$ cat config.mk
export PLATFORM = sky130hd
export DESIGN_NAME = integer_to_ascii_radix
export DESIGN_NICKNAME = d
export VERILOG_FILES = /design/src/rtl/itar_pkg.sv /design/src/rtl/itar_front.sv /design/src/rtl/itar_queue.sv /design/src/rtl/itar_back.sv /design/src/rtl/integer_to_ascii_radix.sv
export SDC_FILE = /design/constraint.sdc
export NUM_CORES = 1
export LEC_CHECK = 0
export ABC_AREA = 1
export CORE_MARGIN = 10
export CORE_UTILIZATION = 65
export CTS_BUF_LIST = sky130_fd_sc_hd__clkbuf_4 sky130_fd_sc_hd__clkbuf_8 sky130_fd_sc_hd__clkbuf_16
export DETAILED_ROUTE_END_ITERATION = 8
export DONT_BUFFER_PORTS = 1
export HOLD_SLACK_MARGIN = 0.12
export PLACE_DENSITY = 0.81
export SYNTH_ARGS = -nofsm -noshare
export SYNTH_HDL_FRONTEND = slang
export SYNTH_SLANG_ARGS = --single-unit
$ cat constraint.sdc
create_clock -name clk -period 11.36 [get_ports clk]
set_clock_uncertainty 0.15 [all_clocks]
set_input_delay 2.272 -clock clk [delete_from_list [all_inputs] [get_ports clk]]
set_output_delay 2.272 -clock clk [all_outputs]
set_load 0.02 [all_outputs]
$ cat src/rtl/itar_pkg.sv
// ----------------------------------------------------------------------------
// itar_pkg
// Shared types, constants and character helpers for the radix text converter.
// ----------------------------------------------------------------------------
package itar_pkg;

  // Bits of the input value that take part in a conversion.
  localparam int VALUE_BITS = 64;

  // Digit slots needed for each radix at VALUE_BITS.
  localparam int OCT_DIGITS = (VALUE_BITS + 2) / 3;
  localparam int HEX_DIGITS = (VALUE_BITS + 3) / 4;
  localparam int DEC_DIGITS = (VALUE_BITS * 30103) / 100000 + 1;
  localparam int DIG_MAX_OH = (OCT_DIGITS > HEX_DIGITS) ? OCT_DIGITS : HEX_DIGITS;
  localparam int DIG_SLOTS  = (DIG_MAX_OH > DEC_DIGITS) ? DIG_MAX_OH : DEC_DIGITS;
  localparam int PAD_BITS   = DIG_SLOTS * 4;

  localparam int CNT_W = $clog2(DIG_SLOTS + 1);
  localparam int IDX_W = $clog2(DIG_SLOTS);
  localparam int BIT_W = $clog2(VALUE_BITS + 1);

  // Queue between front and back.
  localparam int Q_DEPTH = 2;
  localparam int QP_W    = (Q_DEPTH > 1) ? $clog2(Q_DEPTH) : 1;
  localparam int QC_W    = $clog2(Q_DEPTH + 1);

  // Request and radix selector codes.
  localparam logic REQ_NUMBER  = 1'b0;
  localparam logic REQ_ADDRESS = 1'b1;
  localparam logic [1:0] BASE_OCT = 2'd0;
  localparam logic [1:0] BASE_DEC = 2'd1;

  // ASCII codes.
  localparam logic [7:0] CHAR_ZERO    = 8'h30;
  localparam logic [7:0] CHAR_X       = 8'h78;
  localparam logic [7:0] CHAR_MINUS   = 8'h2D;
  localparam logic [7:0] CHAR_LOWER_A = 8'h61;
  localparam logic [7:0] CHAR_UPPER_A = 8'h41;
  localparam logic [7:0] DIGIT_TEN    = 8'd10;

  typedef enum logic [1:0] {
    RADIX_OCT,
    RADIX_DEC,
    RADIX_HEX
  } radix_t;

  typedef enum logic [2:0] {
    BK_IDLE,
    BK_DABBLE,
    BK_PRE,
    BK_PREX,
    BK_DIGITS
  } back_state_t;

  // One classified conversion as it travels from front to back.
  typedef struct packed {
    logic                  addr;
    logic                  neg;
    radix_t                radix;
    logic                  upper;
    logic [VALUE_BITS-1:0] mag;
  } itar_item_t;

  function automatic logic [7:0] digit_char(input logic [3:0] d, input logic upper);
    logic [7:0] wide;
    wide = {4'b0000, d};
    if (wide < DIGIT_TEN) begin
      digit_char = CHAR_ZERO + wide;
    end else if (upper) begin
      digit_char = CHAR_UPPER_A + wide - DIGIT_TEN;
    end else begin
      digit_char = CHAR_LOWER_A + wide - DIGIT_TEN;
    end
  endfunction

endpackage

$ cat src/rtl/itar_front.sv
// ----------------------------------------------------------------------------
// itar_front
// Accept input beats, classify them and take the magnitude of negative values.
// ----------------------------------------------------------------------------
module itar_front import itar_pkg::*; (
  input  logic        clk,
  input  logic        rst,
  input  logic        in_valid,
  output logic        in_ready,
  input  logic        req_type,
  input  logic [63:0] value,
  input  logic [1:0]  base_sel,
  input  logic        upper_case,
  output logic        push_valid,
  input  logic        push_ready,
  output itar_item_t  push_item
);

  logic                  held;
  itar_item_t            item;
  itar_item_t            item_next;
  logic [VALUE_BITS-1:0] v;
  logic                  is_neg;
  radix_t                radix;

  assign v = value[VALUE_BITS-1:0];

  always_comb begin
    if (req_type == REQ_ADDRESS) begin
      radix = RADIX_HEX;
    end else begin
      case (base_sel)
        BASE_OCT: radix = RADIX_OCT;
        BASE_DEC: radix = RADIX_DEC;
        default:  radix = RADIX_HEX;
      endcase
    end
  end

  always_comb begin
    is_neg          = (req_type == REQ_NUMBER) && v[VALUE_BITS-1];
    item_next.addr  = (req_type == REQ_ADDRESS);
    item_next.neg   = is_neg;
    item_next.radix = radix;
    item_next.upper = (req_type == REQ_NUMBER) && upper_case && (radix == RADIX_HEX);
    item_next.mag   = is_neg ? (~v + {{(VALUE_BITS-1){1'b0}}, 1'b1}) : v;
  end

  assign in_ready   = !held || push_ready;
  assign push_valid = held;
  assign push_item  = item;

  always_ff @(posedge clk) begin
    if (rst) begin
      held <= 1'b0;
    end else if (in_valid && in_ready) begin
      held <= 1'b1;
    end else if (push_ready) begin
      held <= 1'b0;
    end
  end

  always_ff @(posedge clk) begin
    if (in_valid && in_ready) begin
      item <= item_next;
    end
  end

endmodule

$ cat src/rtl/itar_queue.sv
// ----------------------------------------------------------------------------
// itar_queue
// Short FIFO of classified conversions between front and back.
// ----------------------------------------------------------------------------
module itar_queue import itar_pkg::*; (
  input  logic       clk,
  input  logic       rst,
  input  logic       push_valid,
  output logic       push_ready,
  input  itar_item_t push_item,
  output logic       pop_valid,
  input  logic       pop_ready,
  output itar_item_t pop_item
);

  itar_item_t       mem [Q_DEPTH];
  logic [QP_W-1:0]  wr_ptr;
  logic [QP_W-1:0]  rd_ptr;
  logic [QC_W-1:0]  count;
  logic             do_push;
  logic             do_pop;

  assign push_ready = (count != QC_W'(Q_DEPTH));
  assign pop_valid  = (count != '0);
  assign pop_item   = mem[rd_ptr];
  assign do_push    = push_valid && push_ready;
  assign do_pop     = pop_valid && pop_ready;

  always_ff @(posedge clk) begin
    if (rst) begin
      wr_ptr <= '0;
      rd_ptr <= '0;
      count  <= '0;
    end else begin
      if (do_push) begin
        wr_ptr <= (wr_ptr == QP_W'(Q_DEPTH - 1)) ? '0 : wr_ptr + QP_W'(1);
      end
      if (do_pop) begin
        rd_ptr <= (rd_ptr == QP_W'(Q_DEPTH - 1)) ? '0 : rd_ptr + QP_W'(1);
      end
      if (do_push && !do_pop) begin
        count <= count + QC_W'(1);
      end else if (do_pop && !do_push) begin
        count <= count - QC_W'(1);
      end
    end
  end

  always_ff @(posedge clk) begin
    if (do_push) begin
      mem[wr_ptr] <= push_item;
    end
  end

endmodule

$ cat src/rtl/itar_back.sv
// ----------------------------------------------------------------------------
// itar_back
// Convert one queued value to digits and emit its text one character a beat.
// ----------------------------------------------------------------------------
module itar_back import itar_pkg::*; (
  input  logic       clk,
  input  logic       rst,
  input  logic       pop_valid,
  output logic       pop_ready,
  input  itar_item_t pop_item,
  output logic       out_valid,
  input  logic       out_ready,
  output logic [7:0] out_char,
  output logic       last_char
);

  back_state_t           state;
  back_state_t           state_next;
  logic [3:0]            dig [DIG_SLOTS];
  logic [3:0]            load_dig [DIG_SLOTS];
  logic [3:0]            dab_dig [DIG_SLOTS];
  logic [3:0]            adj [DIG_SLOTS];
  logic [VALUE_BITS-1:0] sr;
  logic [BIT_W-1:0]      bit_cnt;
  logic [CNT_W-1:0]      cnt;
  logic [CNT_W-1:0]      cnt_m1;
  logic                  leading;
  logic                  addr;
  logic                  neg;
  logic                  upper;
  logic [PAD_BITS-1:0]   padded;
  logic [3:0]            top;
  logic                  slot_free;
  logic                  can_skip;
  logic                  load;
  logic                  step;
  logic                  skip;
  logic                  take;
  logic                  emit;
  logic [7:0]            emit_char;
  logic                  emit_last;
  logic                  o_valid;
  logic [7:0]            o_char;
  logic                  o_last;

  assign slot_free = !o_valid || out_ready;
  assign cnt_m1    = cnt - CNT_W'(1);
  assign top       = dig[cnt_m1[IDX_W-1:0]];
  assign can_skip  = leading && (top == 4'd0) && (cnt != CNT_W'(1));
  assign padded    = PAD_BITS'(pop_item.mag);

  // Digits straight from the bits for octal and hex; decimal starts clear.
  always_comb begin
    for (int i = 0; i < DIG_SLOTS; i++) begin
      case (pop_item.radix)
        RADIX_OCT: load_dig[i] = {1'b0, padded[3*i +: 3]};
        RADIX_HEX: load_dig[i] = padded[4*i +: 4];
        default:   load_dig[i] = 4'd0;
      endcase
    end
  end

  // One shift-and-add-3 step over the decimal digits.
  always_comb begin
    for (int i = 0; i < DIG_SLOTS; i++) begin
      adj[i] = (dig[i] >= 4'd5) ? dig[i] + 4'd3 : dig[i];
    end
    for (int i = 0; i < DIG_SLOTS; i++) begin
      if (i == 0) begin
        dab_dig[i] = {adj[i][2:0], sr[VALUE_BITS-1]};
      end else if (i < DEC_DIGITS) begin
        dab_dig[i] = {adj[i][2:0], adj[i-1][3]};
      end else begin
        dab_dig[i] = 4'd0;
      end
    end
  end

  always_comb begin
    state_next = state;
    case (state)
      BK_IDLE: begin
        if (pop_valid) begin
          state_next = (pop_item.radix == RADIX_DEC) ? BK_DABBLE : BK_PRE;
        end
      end
      BK_DABBLE: begin
        if (bit_cnt == BIT_W'(1)) begin
          state_next = BK_PRE;
        end
      end
      BK_PRE: begin
        if (addr) begin
          if (slot_free) begin
            state_next = BK_PREX;
          end
        end else if (!neg || slot_free) begin
          state_next = BK_DIGITS;
        end
      end
      BK_PREX: begin
        if (slot_free) begin
          state_next = BK_DIGITS;
        end
      end
      BK_DIGITS: begin
        if (!can_skip && slot_free && cnt == CNT_W'(1)) begin
          state_next = BK_IDLE;
        end
      end
      default: state_next = BK_IDLE;
    endcase
  end

  always_comb begin
    pop_ready = 1'b0;
    load      = 1'b0;
    step      = 1'b0;
    skip      = 1'b0;
    take      = 1'b0;
    emit      = 1'b0;
    emit_char = CHAR_ZERO;
    emit_last = 1'b0;
    case (state)
      BK_IDLE: begin
        pop_ready = 1'b1;
        load      = pop_valid;
      end
      BK_DABBLE: begin
        step = 1'b1;
      end
      BK_PRE: begin
        if (addr) begin
          emit      = slot_free;
          emit_char = CHAR_ZERO;
        end else if (neg) begin
          emit      = slot_free;
          emit_char = CHAR_MINUS;
        end
      end
      BK_PREX: begin
        emit      = slot_free;
        emit_char = CHAR_X;
      end
      BK_DIGITS: begin
        if (can_skip) begin
          skip = 1'b1;
        end else begin
          take      = slot_free;
          emit      = slot_free;
          emit_char = digit_char(top, upper);
          emit_last = (cnt == CNT_W'(1));
        end
      end
      default: begin
        pop_ready = 1'b0;
      end
    endcase
  end

  always_ff @(posedge clk) begin
    if (rst) begin
      state   <= BK_IDLE;
      o_valid <= 1'b0;
    end else begin
      state <= state_next;
      if (emit) begin
        o_valid <= 1'b1;
      end else if (out_ready) begin
        o_valid <= 1'b0;
      end
    end
  end

  always_ff @(posedge clk) begin
    if (emit) begin
      o_char <= emit_char;
      o_last <= emit_last;
    end
    if (load) begin
      addr    <= pop_item.addr;
      neg     <= pop_item.neg;
      upper   <= pop_item.upper;
      sr      <= pop_item.mag;
      bit_cnt <= BIT_W'(VALUE_BITS);
      leading <= 1'b1;
      case (pop_item.radix)
        RADIX_OCT: cnt <= CNT_W'(OCT_DIGITS);
        RADIX_DEC: cnt <= CNT_W'(DEC_DIGITS);
        default:   cnt <= CNT_W'(HEX_DIGITS);
      endcase
      for (int i = 0; i < DIG_SLOTS; i++) begin
        dig[i] <= load_dig[i];
      end
    end else if (step) begin
      sr      <= {sr[VALUE_BITS-2:0], 1'b0};
      bit_cnt <= bit_cnt - BIT_W'(1);
      for (int i = 0; i < DIG_SLOTS; i++) begin
        dig[i] <= dab_dig[i];
      end
    end else if (skip) begin
      cnt <= cnt_m1;
    end else if (take) begin
      cnt     <= cnt_m1;
      leading <= 1'b0;
    end
  end

  assign out_valid = o_valid;
  assign out_char  = o_char;
  assign last_char = o_last;

endmodule

$ cat src/rtl/integer_to_ascii_radix.sv
// ----------------------------------------------------------------------------
// integer_to_ascii_radix
// Binary to ASCII text converter: octal, decimal or hex numbers, 0x addresses.
// ----------------------------------------------------------------------------
// Each input beat carries one value; the block returns its text as a run of
// output beats, one ASCII character each, most significant first, with
// last_char set on the final one. Octal and hex runs go through a load
// step, a sign step ('-' if negative, a pass-through otherwise; in address
// mode "0" and then "x") and one step per digit slot, either a leading zero
// dropped or a digit emitted. Decimal adds VALUE_BITS (64) shift-and-add-3
// steps in the back end before the first character and has 20 digit slots.
// The back end works on one value at a time; the front stage and a two-entry
// queue hold up to three further values, so input beats keep being taken
// while a run is being emitted. Output ready may drop at any time: the
// current character is held in the output register.
// ----------------------------------------------------------------------------
module integer_to_ascii_radix import itar_pkg::*; (
  input  logic        clk,
  input  logic        rst,
  input  logic        in_valid,
  output logic        in_ready,
  input  logic        req_type,
  input  logic [63:0] value,
  input  logic [1:0]  base_sel,
  input  logic        upper_case,
  output logic        out_valid,
  input  logic        out_ready,
  output logic [7:0]  out_char,
  output logic        last_char
);

  // Classified values from front to queue, and from queue to back.
  logic       push_valid;
  logic       push_ready;
  itar_item_t push_item;
  logic       pop_valid;
  logic       pop_ready;
  itar_item_t pop_item;

  // Front: accept the beat, pick the radix, take the magnitude.
  itar_front u_front (
    .clk        (clk),
    .rst        (rst),
    .in_valid   (in_valid),
    .in_ready   (in_ready),
    .req_type   (req_type),
    .value      (value),
    .base_sel   (base_sel),
    .upper_case (upper_case),
    .push_valid (push_valid),
    .push_ready (push_ready),
    .push_item  (push_item)
  );

  // Queue: decouple acceptance from the long character runs.
  itar_queue u_queue (
    .clk        (clk),
    .rst        (rst),
    .push_valid (push_valid),
    .push_ready (push_ready),
    .push_item  (push_item),
    .pop_valid  (pop_valid),
    .pop_ready  (pop_ready),
    .pop_item   (pop_item)
  );

  // Back: form the digits, drop leading zeros, emit characters.
  itar_back u_back (
    .clk       (clk),
    .rst       (rst),
    .pop_valid (pop_valid),
    .pop_ready (pop_ready),
    .pop_item  (pop_item),
    .out_valid (out_valid),
    .out_ready (out_ready),
    .out_char  (out_char),
    .last_char (last_char)
  );

endmodule

==> results of run 1 <==
[registers in the layout (all words and copies together) (netlist names), named ones only]
signal and cells:
u_queue.mem 138, u_back.last_char 1, u_front.push_item 69, u_back.dig 84, u_back.sr 64, u_back.state 3
u_back.cnt 5, u_back.upper 1, u_front.push_valid 1, u_queue.wr_ptr 1, u_queue.rd_ptr 1, u_back.addr 1
u_back.bit_cnt 7, u_back.leading 1, u_queue.count 2, u_back.out_valid 1, u_back.out_char 7, u_back.neg 1
[layer usage]
metal  vias up  wire, um
met5         -         0
met3        95      5477
li1       7063         -
met2       774     23100
met1      7012     20290
met4         0      1593
[cell usage in the layout, fill, tap and decap left out, types with 4 or more instances in the layout]
cell type	count
o21ai_0	182
nand2_4	4
inv_1	206
clkinv_1	8
nor4_1	8
nand3_1	113
mux2i_1	26
nand2_1	514
nand2_2	7
xor2_1	71
nor2_4	7
o2bb2ai_1	5
nor2_1	131
buf_4	14
nor3_1	27
inv_2	15
or2_2	17
o21ai_2	5
clkbuf_16	40
dfxtp_1	17
clkinv_2	8
o21ai_1	8
a21oi_1	84
nand4_1	16
o211ai_1	5
o22ai_1	18
edfxtp_1	371
nand3b_1	4
o31ai_1	15
o311ai_0	4
o32ai_1	4
clkbuf_4	8
a31oi_1	21
ha_1	48
xnor2_1	11
[metrics by stage]
step / instance area (um2) / cells / hold WS, ns / total power, W / setup slack [ns]
floorplan: 20080 / 2081 / 0.2715 / 0.004386 / 6.321
global placement: 20370 / 2414 / 0.2725 / 0.004907 / 6.552
finish: 21590 / 2481 / 0.2857 / 0.006329 / 6.171
CTS: 21590 / 2481 / 0.2899 / 0.006277 / 6.283
global route: 21590 / 2481 / 0.2978 / 0.006740 / 5.676
detailed placement: 20370 / 2414 / 0.2790 / 0.005028 / 6.285
[layout make-up]
type / instances / area, um2
Timing Repair Buffer: 14 / 105.1
Sequential cell: 389 / 11500
Multi-Input combinational cell: 1391 / 7428
Clock buffer: 48 / 1061
Clock inverter: 19 / 155.1
Fill cell: 2209 / 8919
Inverter: 224 / 843.3
Tap cell: 396 / 495.5
[Yosys cell counts (6+ instances only)]
| library cell | number |
|---|---|
| xnor2_1 | 11 |
| ha_1 | 48 |
| nor4_1 | 8 |
| nand4_1 | 16 |
| o22ai_1 | 18 |
| o21ai_0 | 182 |
| nor3_1 | 27 |
| dfxtp_1 | 18 |
| nand2_2 | 7 |
| inv_2 | 14 |
| a31oi_1 | 21 |
| clkbuf_1 | 36 |
| inv_1 | 209 |
| buf_4 | 6 |
| buf_1 | 7 |
| xor2_1 | 71 |
| mux2i_1 | 26 |
| buf_2 | 27 |
| o21ai_1 | 8 |
| nor2_1 | 133 |
| or2_2 | 17 |
| edfxtp_1 | 371 |
| nand3_1 | 113 |
| a21oi_1 | 84 |
| nand2_1 | 516 |
| o31ai_1 | 15 |
[logic make-up after synthesis]
family | synth area share, %
other | 0.01867
AOI/OAI and AO/OA | 10.10
adders and majority gates | 2.990
and+or+nand+nor | 18.63
buffers and inverters | 5.956
xor gates and xnor gates | 3.738
muxes | 1.296
DFF | 57.26
[how the worst min path moves through the flow]
stage | startpoint | end | slack [ns] | depth (start not counted)
global route | u_front.push_item[67]$_DFFE_PP_ | u_queue.mem[0][67]$_DFFE_PP_ | 0.30 | 0
global placement | u_front.push_item[67]$_DFFE_PP_ | u_queue.mem[1][67]$_DFFE_PP_ | 0.27 | 0
CTS | u_front.push_item[62]$_DFFE_PP_ | u_queue.mem[1][62]$_DFFE_PP_ | 0.29 | 0
finish | u_front.push_item[62]$_DFFE_PP_ | u_queue.mem[1][62]$_DFFE_PP_ | 0.29 | 0
floorplan | u_front.push_item[0]$_DFFE_PP_ | u_queue.mem[0][0]$_DFFE_PP_ | 0.27 | 0
detailed placement | u_front.push_item[4]$_DFFE_PP_ | u_queue.mem[0][4]$_DFFE_PP_ | 0.28 | 0
[worst max-delay path: stages (launching register included)]
cell	delay (ns)
edfxtp_1	0.33
buf_4	0.42
inv_2	0.36
ha_1	0.93
inv_1	0.48
a21oi_1	0.26
o21ai_0	0.11
nand3_1	0.10
nand3_1	0.08
nand2_1	0.07
nand2_1	0.07
nand2_1	0.11
inv_1	0.09
ha_1	0.19
and3_1	0.17
nand3_1	0.11
nand2_2	0.09
a31oi_1	0.66
[where the power goes]
group          internal, W  switching [W]
clock             0.000710       0.000531
sequential         0.00226       0.000259
combinational     0.000735        0.00183
==> metrics.csv, run 1 <==
metric;value;unit
rows;64;
max-cap-violations;0;
syn_nets;2201;
post-route-util;70.77;%
use_met1;34.66;%
gr-total-overflow;0;
syn_area;20080;um2
cts_hold_buf;0;
slew_violations;0;
crit_start;u_back.cnt[0]$_SDFFCE_PP0P_;
first_pass_iters;5;
nets;2179;
cp-end-kind;flip-flop;
core;30510;um2
post_drt_wl_per_cell;20.34;um
n_antenna_cell;0;
port_buffers;0;
crit_fanout;55;
gp_congestion;0.9115;
setup.worst_path.start_class;flip-flop;
setup-violations-final;0;
status;finished, final reports clean;
layout-drive-gt1-share;7.146;%
synth_top_area_share;55.47;%
grt_setup_unrepaired;false;
synth_edf_count;371;
clk_pin_slew;0.07;ns
r2r-end;u_back.out_char[0]$_SDFFCE_PN0P_;
crit_type;reg2reg;
r2r_cells;17;
dieArea;38330;um2
synth_area_leader_cell;edfxtp_1;
cts_buffers;39;
gr-usage-all-layers;25.91;%
vias;14940;
worstSkewPairLatency;0.53;ns
drtIter0Drc;1948;
die_x;195.8;um
reg2reg_from;u_back.cnt[0]$_SDFFCE_PP0P_;
p_leak;8.476;nW
tightest_slew;1.135;ns
final-hold-violation-count;0;
die_y;195.8;um
cts_resized;0;
grtUsageMet2;40.79;%
peakVddDrop;167.1;uV
h-tree-depth;2;
cts_root_buf;clkbuf_16;
syn_avg_cell_area;9.651;um2
grt_first_pass_wirelength;79.78;mm
ys_top_cells_by_area;edfxtp_1 (55%), nand2_1 (9.6%), o21ai_0 (4.5%);
tns;0;ns
required;11.37;ns
dpl.hpwl;35.78;mm
clock_sinks;389;
crit_path_end;u_back.out_char[0]$_SDFFCE_PN0P_;
synth_cells;2081;
antenna_found_initial;0;
grt_max_degree;87;
ant_nets;0;
ios;83;
routed_wl;50.46;mm
ys_types;58;
finalCritPeriodShare;45.68;%
cellPowerDensity;293.1;nW/um2
post_cts_buffers;0;
drc;0;
use_met3;6.104;%
ys.flop_type;edfxtp_1;
vias_per_cell;6.023;
top_usage_layer;met2;
period_minus_slack;5.189;ns
synth_seq_cells;389;
async_flop_share;0;%
ys_seq_area_share;57.26;%
ff2ff_setup_slack;6.17;ns
grt_pass1_vias;14660;
relSlewSlack;24.32;%
clk_path_buf_depth;3;
area_growth;7.501;%
cts_tree;yes;
synth_warnings;0;
initial_utilization;65.83;%
crit_arrival;5.19;ns
worstHoldPathType;reg2reg;
max_freq;0.1927;GHz
Note: power is estimated with default switching activity, not from simulation.
==> run 2, diff against run 1 <==
- CORE_UTILIZATION: 65 -> 64
- PLACE_DENSITY: 0.81 -> 0.8
- clock period: 11.36 -> 5.45 ns (I/O delays scaled with it)
==> run 2 against run 1 <==
First-iteration DRC count shrank 15%. Fmax grew 30%. Count of clock-buffer cells in the layout shrank 1. Combinational power grew 110%. Routed wire length shrank 1.2%. Critical path type unchanged.
==> metrics.csv, run 2 (synthesis gave the netlist of run 1 again) <==
metric;value;unit;change
status;finished, final reports clean;;
cts_resized;0;;unchanged
cp-end-kind;flip-flop;;
period_minus_slack;3.987;ns;-1.202 ns
max_freq;0.2508;GHz;+30%
tns;0;ns;unchanged
drc;0;;unchanged
grt_max_degree;85;;-2.3%
hold_start;u_front.push_item[51]$_DFFE_PP_;;
reg2reg_from;u_back.cnt[0]$_SDFFCE_PP0P_;;
worstPathCellList;inv_2 -> ha_1 -> xor2_1 -> nand3_1 -> nand3_1 -> nand2_1 -> ha_1 -> and3_1 -> nand3_1 -> nand2_2 -> a31oi_1;;
finalCritPeriodShare;73.15;%;+27 points
crit_start;u_back.cnt[0]$_SDFFCE_PP0P_;;
crit_fanout;35;;-36%
met1_length;20.54;mm;+1.2%
slowest_delay;0.66;ns;-0.27 ns
regMostFlops;u_queue.mem;;
port_buffers;0;;unchanged
wl_met3;5.047;mm;-7.9%
wl_met2;22.46;mm;-2.8%
setup-violations-final;0;;unchanged
worstHoldPathType;reg2reg;;
rows;64;;unchanged
core;30750;um2;+0.79%
whs;0.2886;ns;+0.002855 ns
gp_congestion;0.9584;;+5.1%
grt_first_pass_wirelength;78.70;mm;-1.4%
peakVddDrop;407.5;uV;+140%
slew_violations;0;;unchanged
routed.top_layer;met4;;
post_cts_buffers;0;;unchanged
worstSkewPairLatency;0.54;ns;about the same
die_y;197.2;um;+0.70%
crit_arrival;3.99;ns;-1.20 ns
grt_pass1_vias;14430;;-1.6%
n_antenna_cell;0;;unchanged
drtIter0Drc;1660;;-15%
gr-usage-all-layers;25.60;%;-0.31 points
h-tree-depth;2;;unchanged
grt_setup_unrepaired;false;;
first_pass_iters;6;;+1
placed_area;20410;um2;+0.16%
tightest_slew;0.9364;ns;-0.1989 ns
initial_utilization;65.32;%;-0.51 points
dpl.hpwl;35.83;mm;+0.17%
die_x;197.2;um;+0.70%
cts_root_buf;clkbuf_16;;
cp_slowest_cell;xor2_1;;
cts_hold_buf;0;;unchanged
crit_type;reg2reg;;
gr-total-overflow;0;;unchanged
final_common_cell;nand2_1;;
ant_nets;0;;unchanged
vias;14820;;-0.86%
routed_wl;49.87;mm;-1.2%
clk_pin_slew;0.06;ns;about the same
p_leak;8.535;nW;+0.70%
required;5.46;ns;-5.91 ns
ff2ff_setup_slack;1.46;ns;-4.71 ns
relSlewSlack;37.51;%;+13 points
vias_per_cell;5.957;;-1.1%
cellPowerDensity;612.5;nW/um2;+110%
clk_path_buf_depth;3;;unchanged
area_growth;8.086;%;
post_drt_wl_per_cell;20.05;um;-1.4%
dieArea;38870;um2;+1.4%
layout-drive-gt1-share;7.413;%;+0.27 points
cts_tree;yes;;
final-hold-violation-count;0;;unchanged
setup.worst_path.start_class;flip-flop;;
clock_sinks;389;;unchanged
antenna_found_initial;0;;unchanged
nets;2181;;+0.092%
cts_buffers;40;;+2.6%
largest_reg_flops;138;;unchanged
path_common_cell;nand3_1;;
ios;83;;unchanged
final_cell_mix;nand2_1 (514), edfxtp_1 (371), inv_1 (207);;
max-cap-violations;0;;unchanged
fin_area;21710;um2;+0.54%
==> run 2: worst paths after layout <==
| check | cells past startpoint | end |
|---|---|---|
| max | 11 | u_back.out_char[5]$_SDFFCE_PN1P_ |
| min | 0 | u_queue.mem[0][51]$_DFFE_PP_ |
| max reg2reg | 11 | u_back.out_char[5]$_SDFFCE_PN1P_ |
| min reg2reg | 0 | u_queue.mem[0][51]$_DFFE_PP_ |
==> run 2: area by class of cell <==
class                      instances  area [um2]
clock buffer                      47        1071
multi-input combinational       1391        7428
tap                              396       495.5
inverter                         224       843.3
sequential                       389       11500
timing repair buffer              15       137.6
fill                            2220        9041
clock inverter                    25       230.2
==> run 2: power breakdown <==
group,total [W],switching [W],internal (W),leakage (nW)
combinational,0.00535,0.00378,0.00157,4.21
clock,0.00271,0.00111,0.00160,0.651
sequential,0.00524,0.000535,0.00470,3.67
==> run 2: metrics by stage <==
stage	setup slack [ns]	utilization [%]	cells	power, W
2_1_floorplan	0.4105	-	2081	0.009068
3_3_place_gp	1.631	66.37	2415	0.01029
3_5_place_dp	1.473	66.37	2415	0.01050
4_1_cts	1.446	70.60	2487	0.01323
5_1_grt	1.045	70.60	2487	0.01419
6_report	1.463	70.60	2487	0.01330
==> run 2: routing by layer <==
layer	global-route usage (%)	vias to the layer above
met5	0	-
met4	9.826	0
met3	5.366	117
met2	39.59	686
met1	35.00	6952
li1	-	7060
==> run 2: worst max-delay path: cells and delay by family, from the launching register on <==
family          cells  cell delay [ns]
compound gates      1             0.65
buf+inv             1             0.42
xor+xnor            1             0.66
flops               1             0.39
fa+ha+maj           2             0.55
simple gates        6             0.78
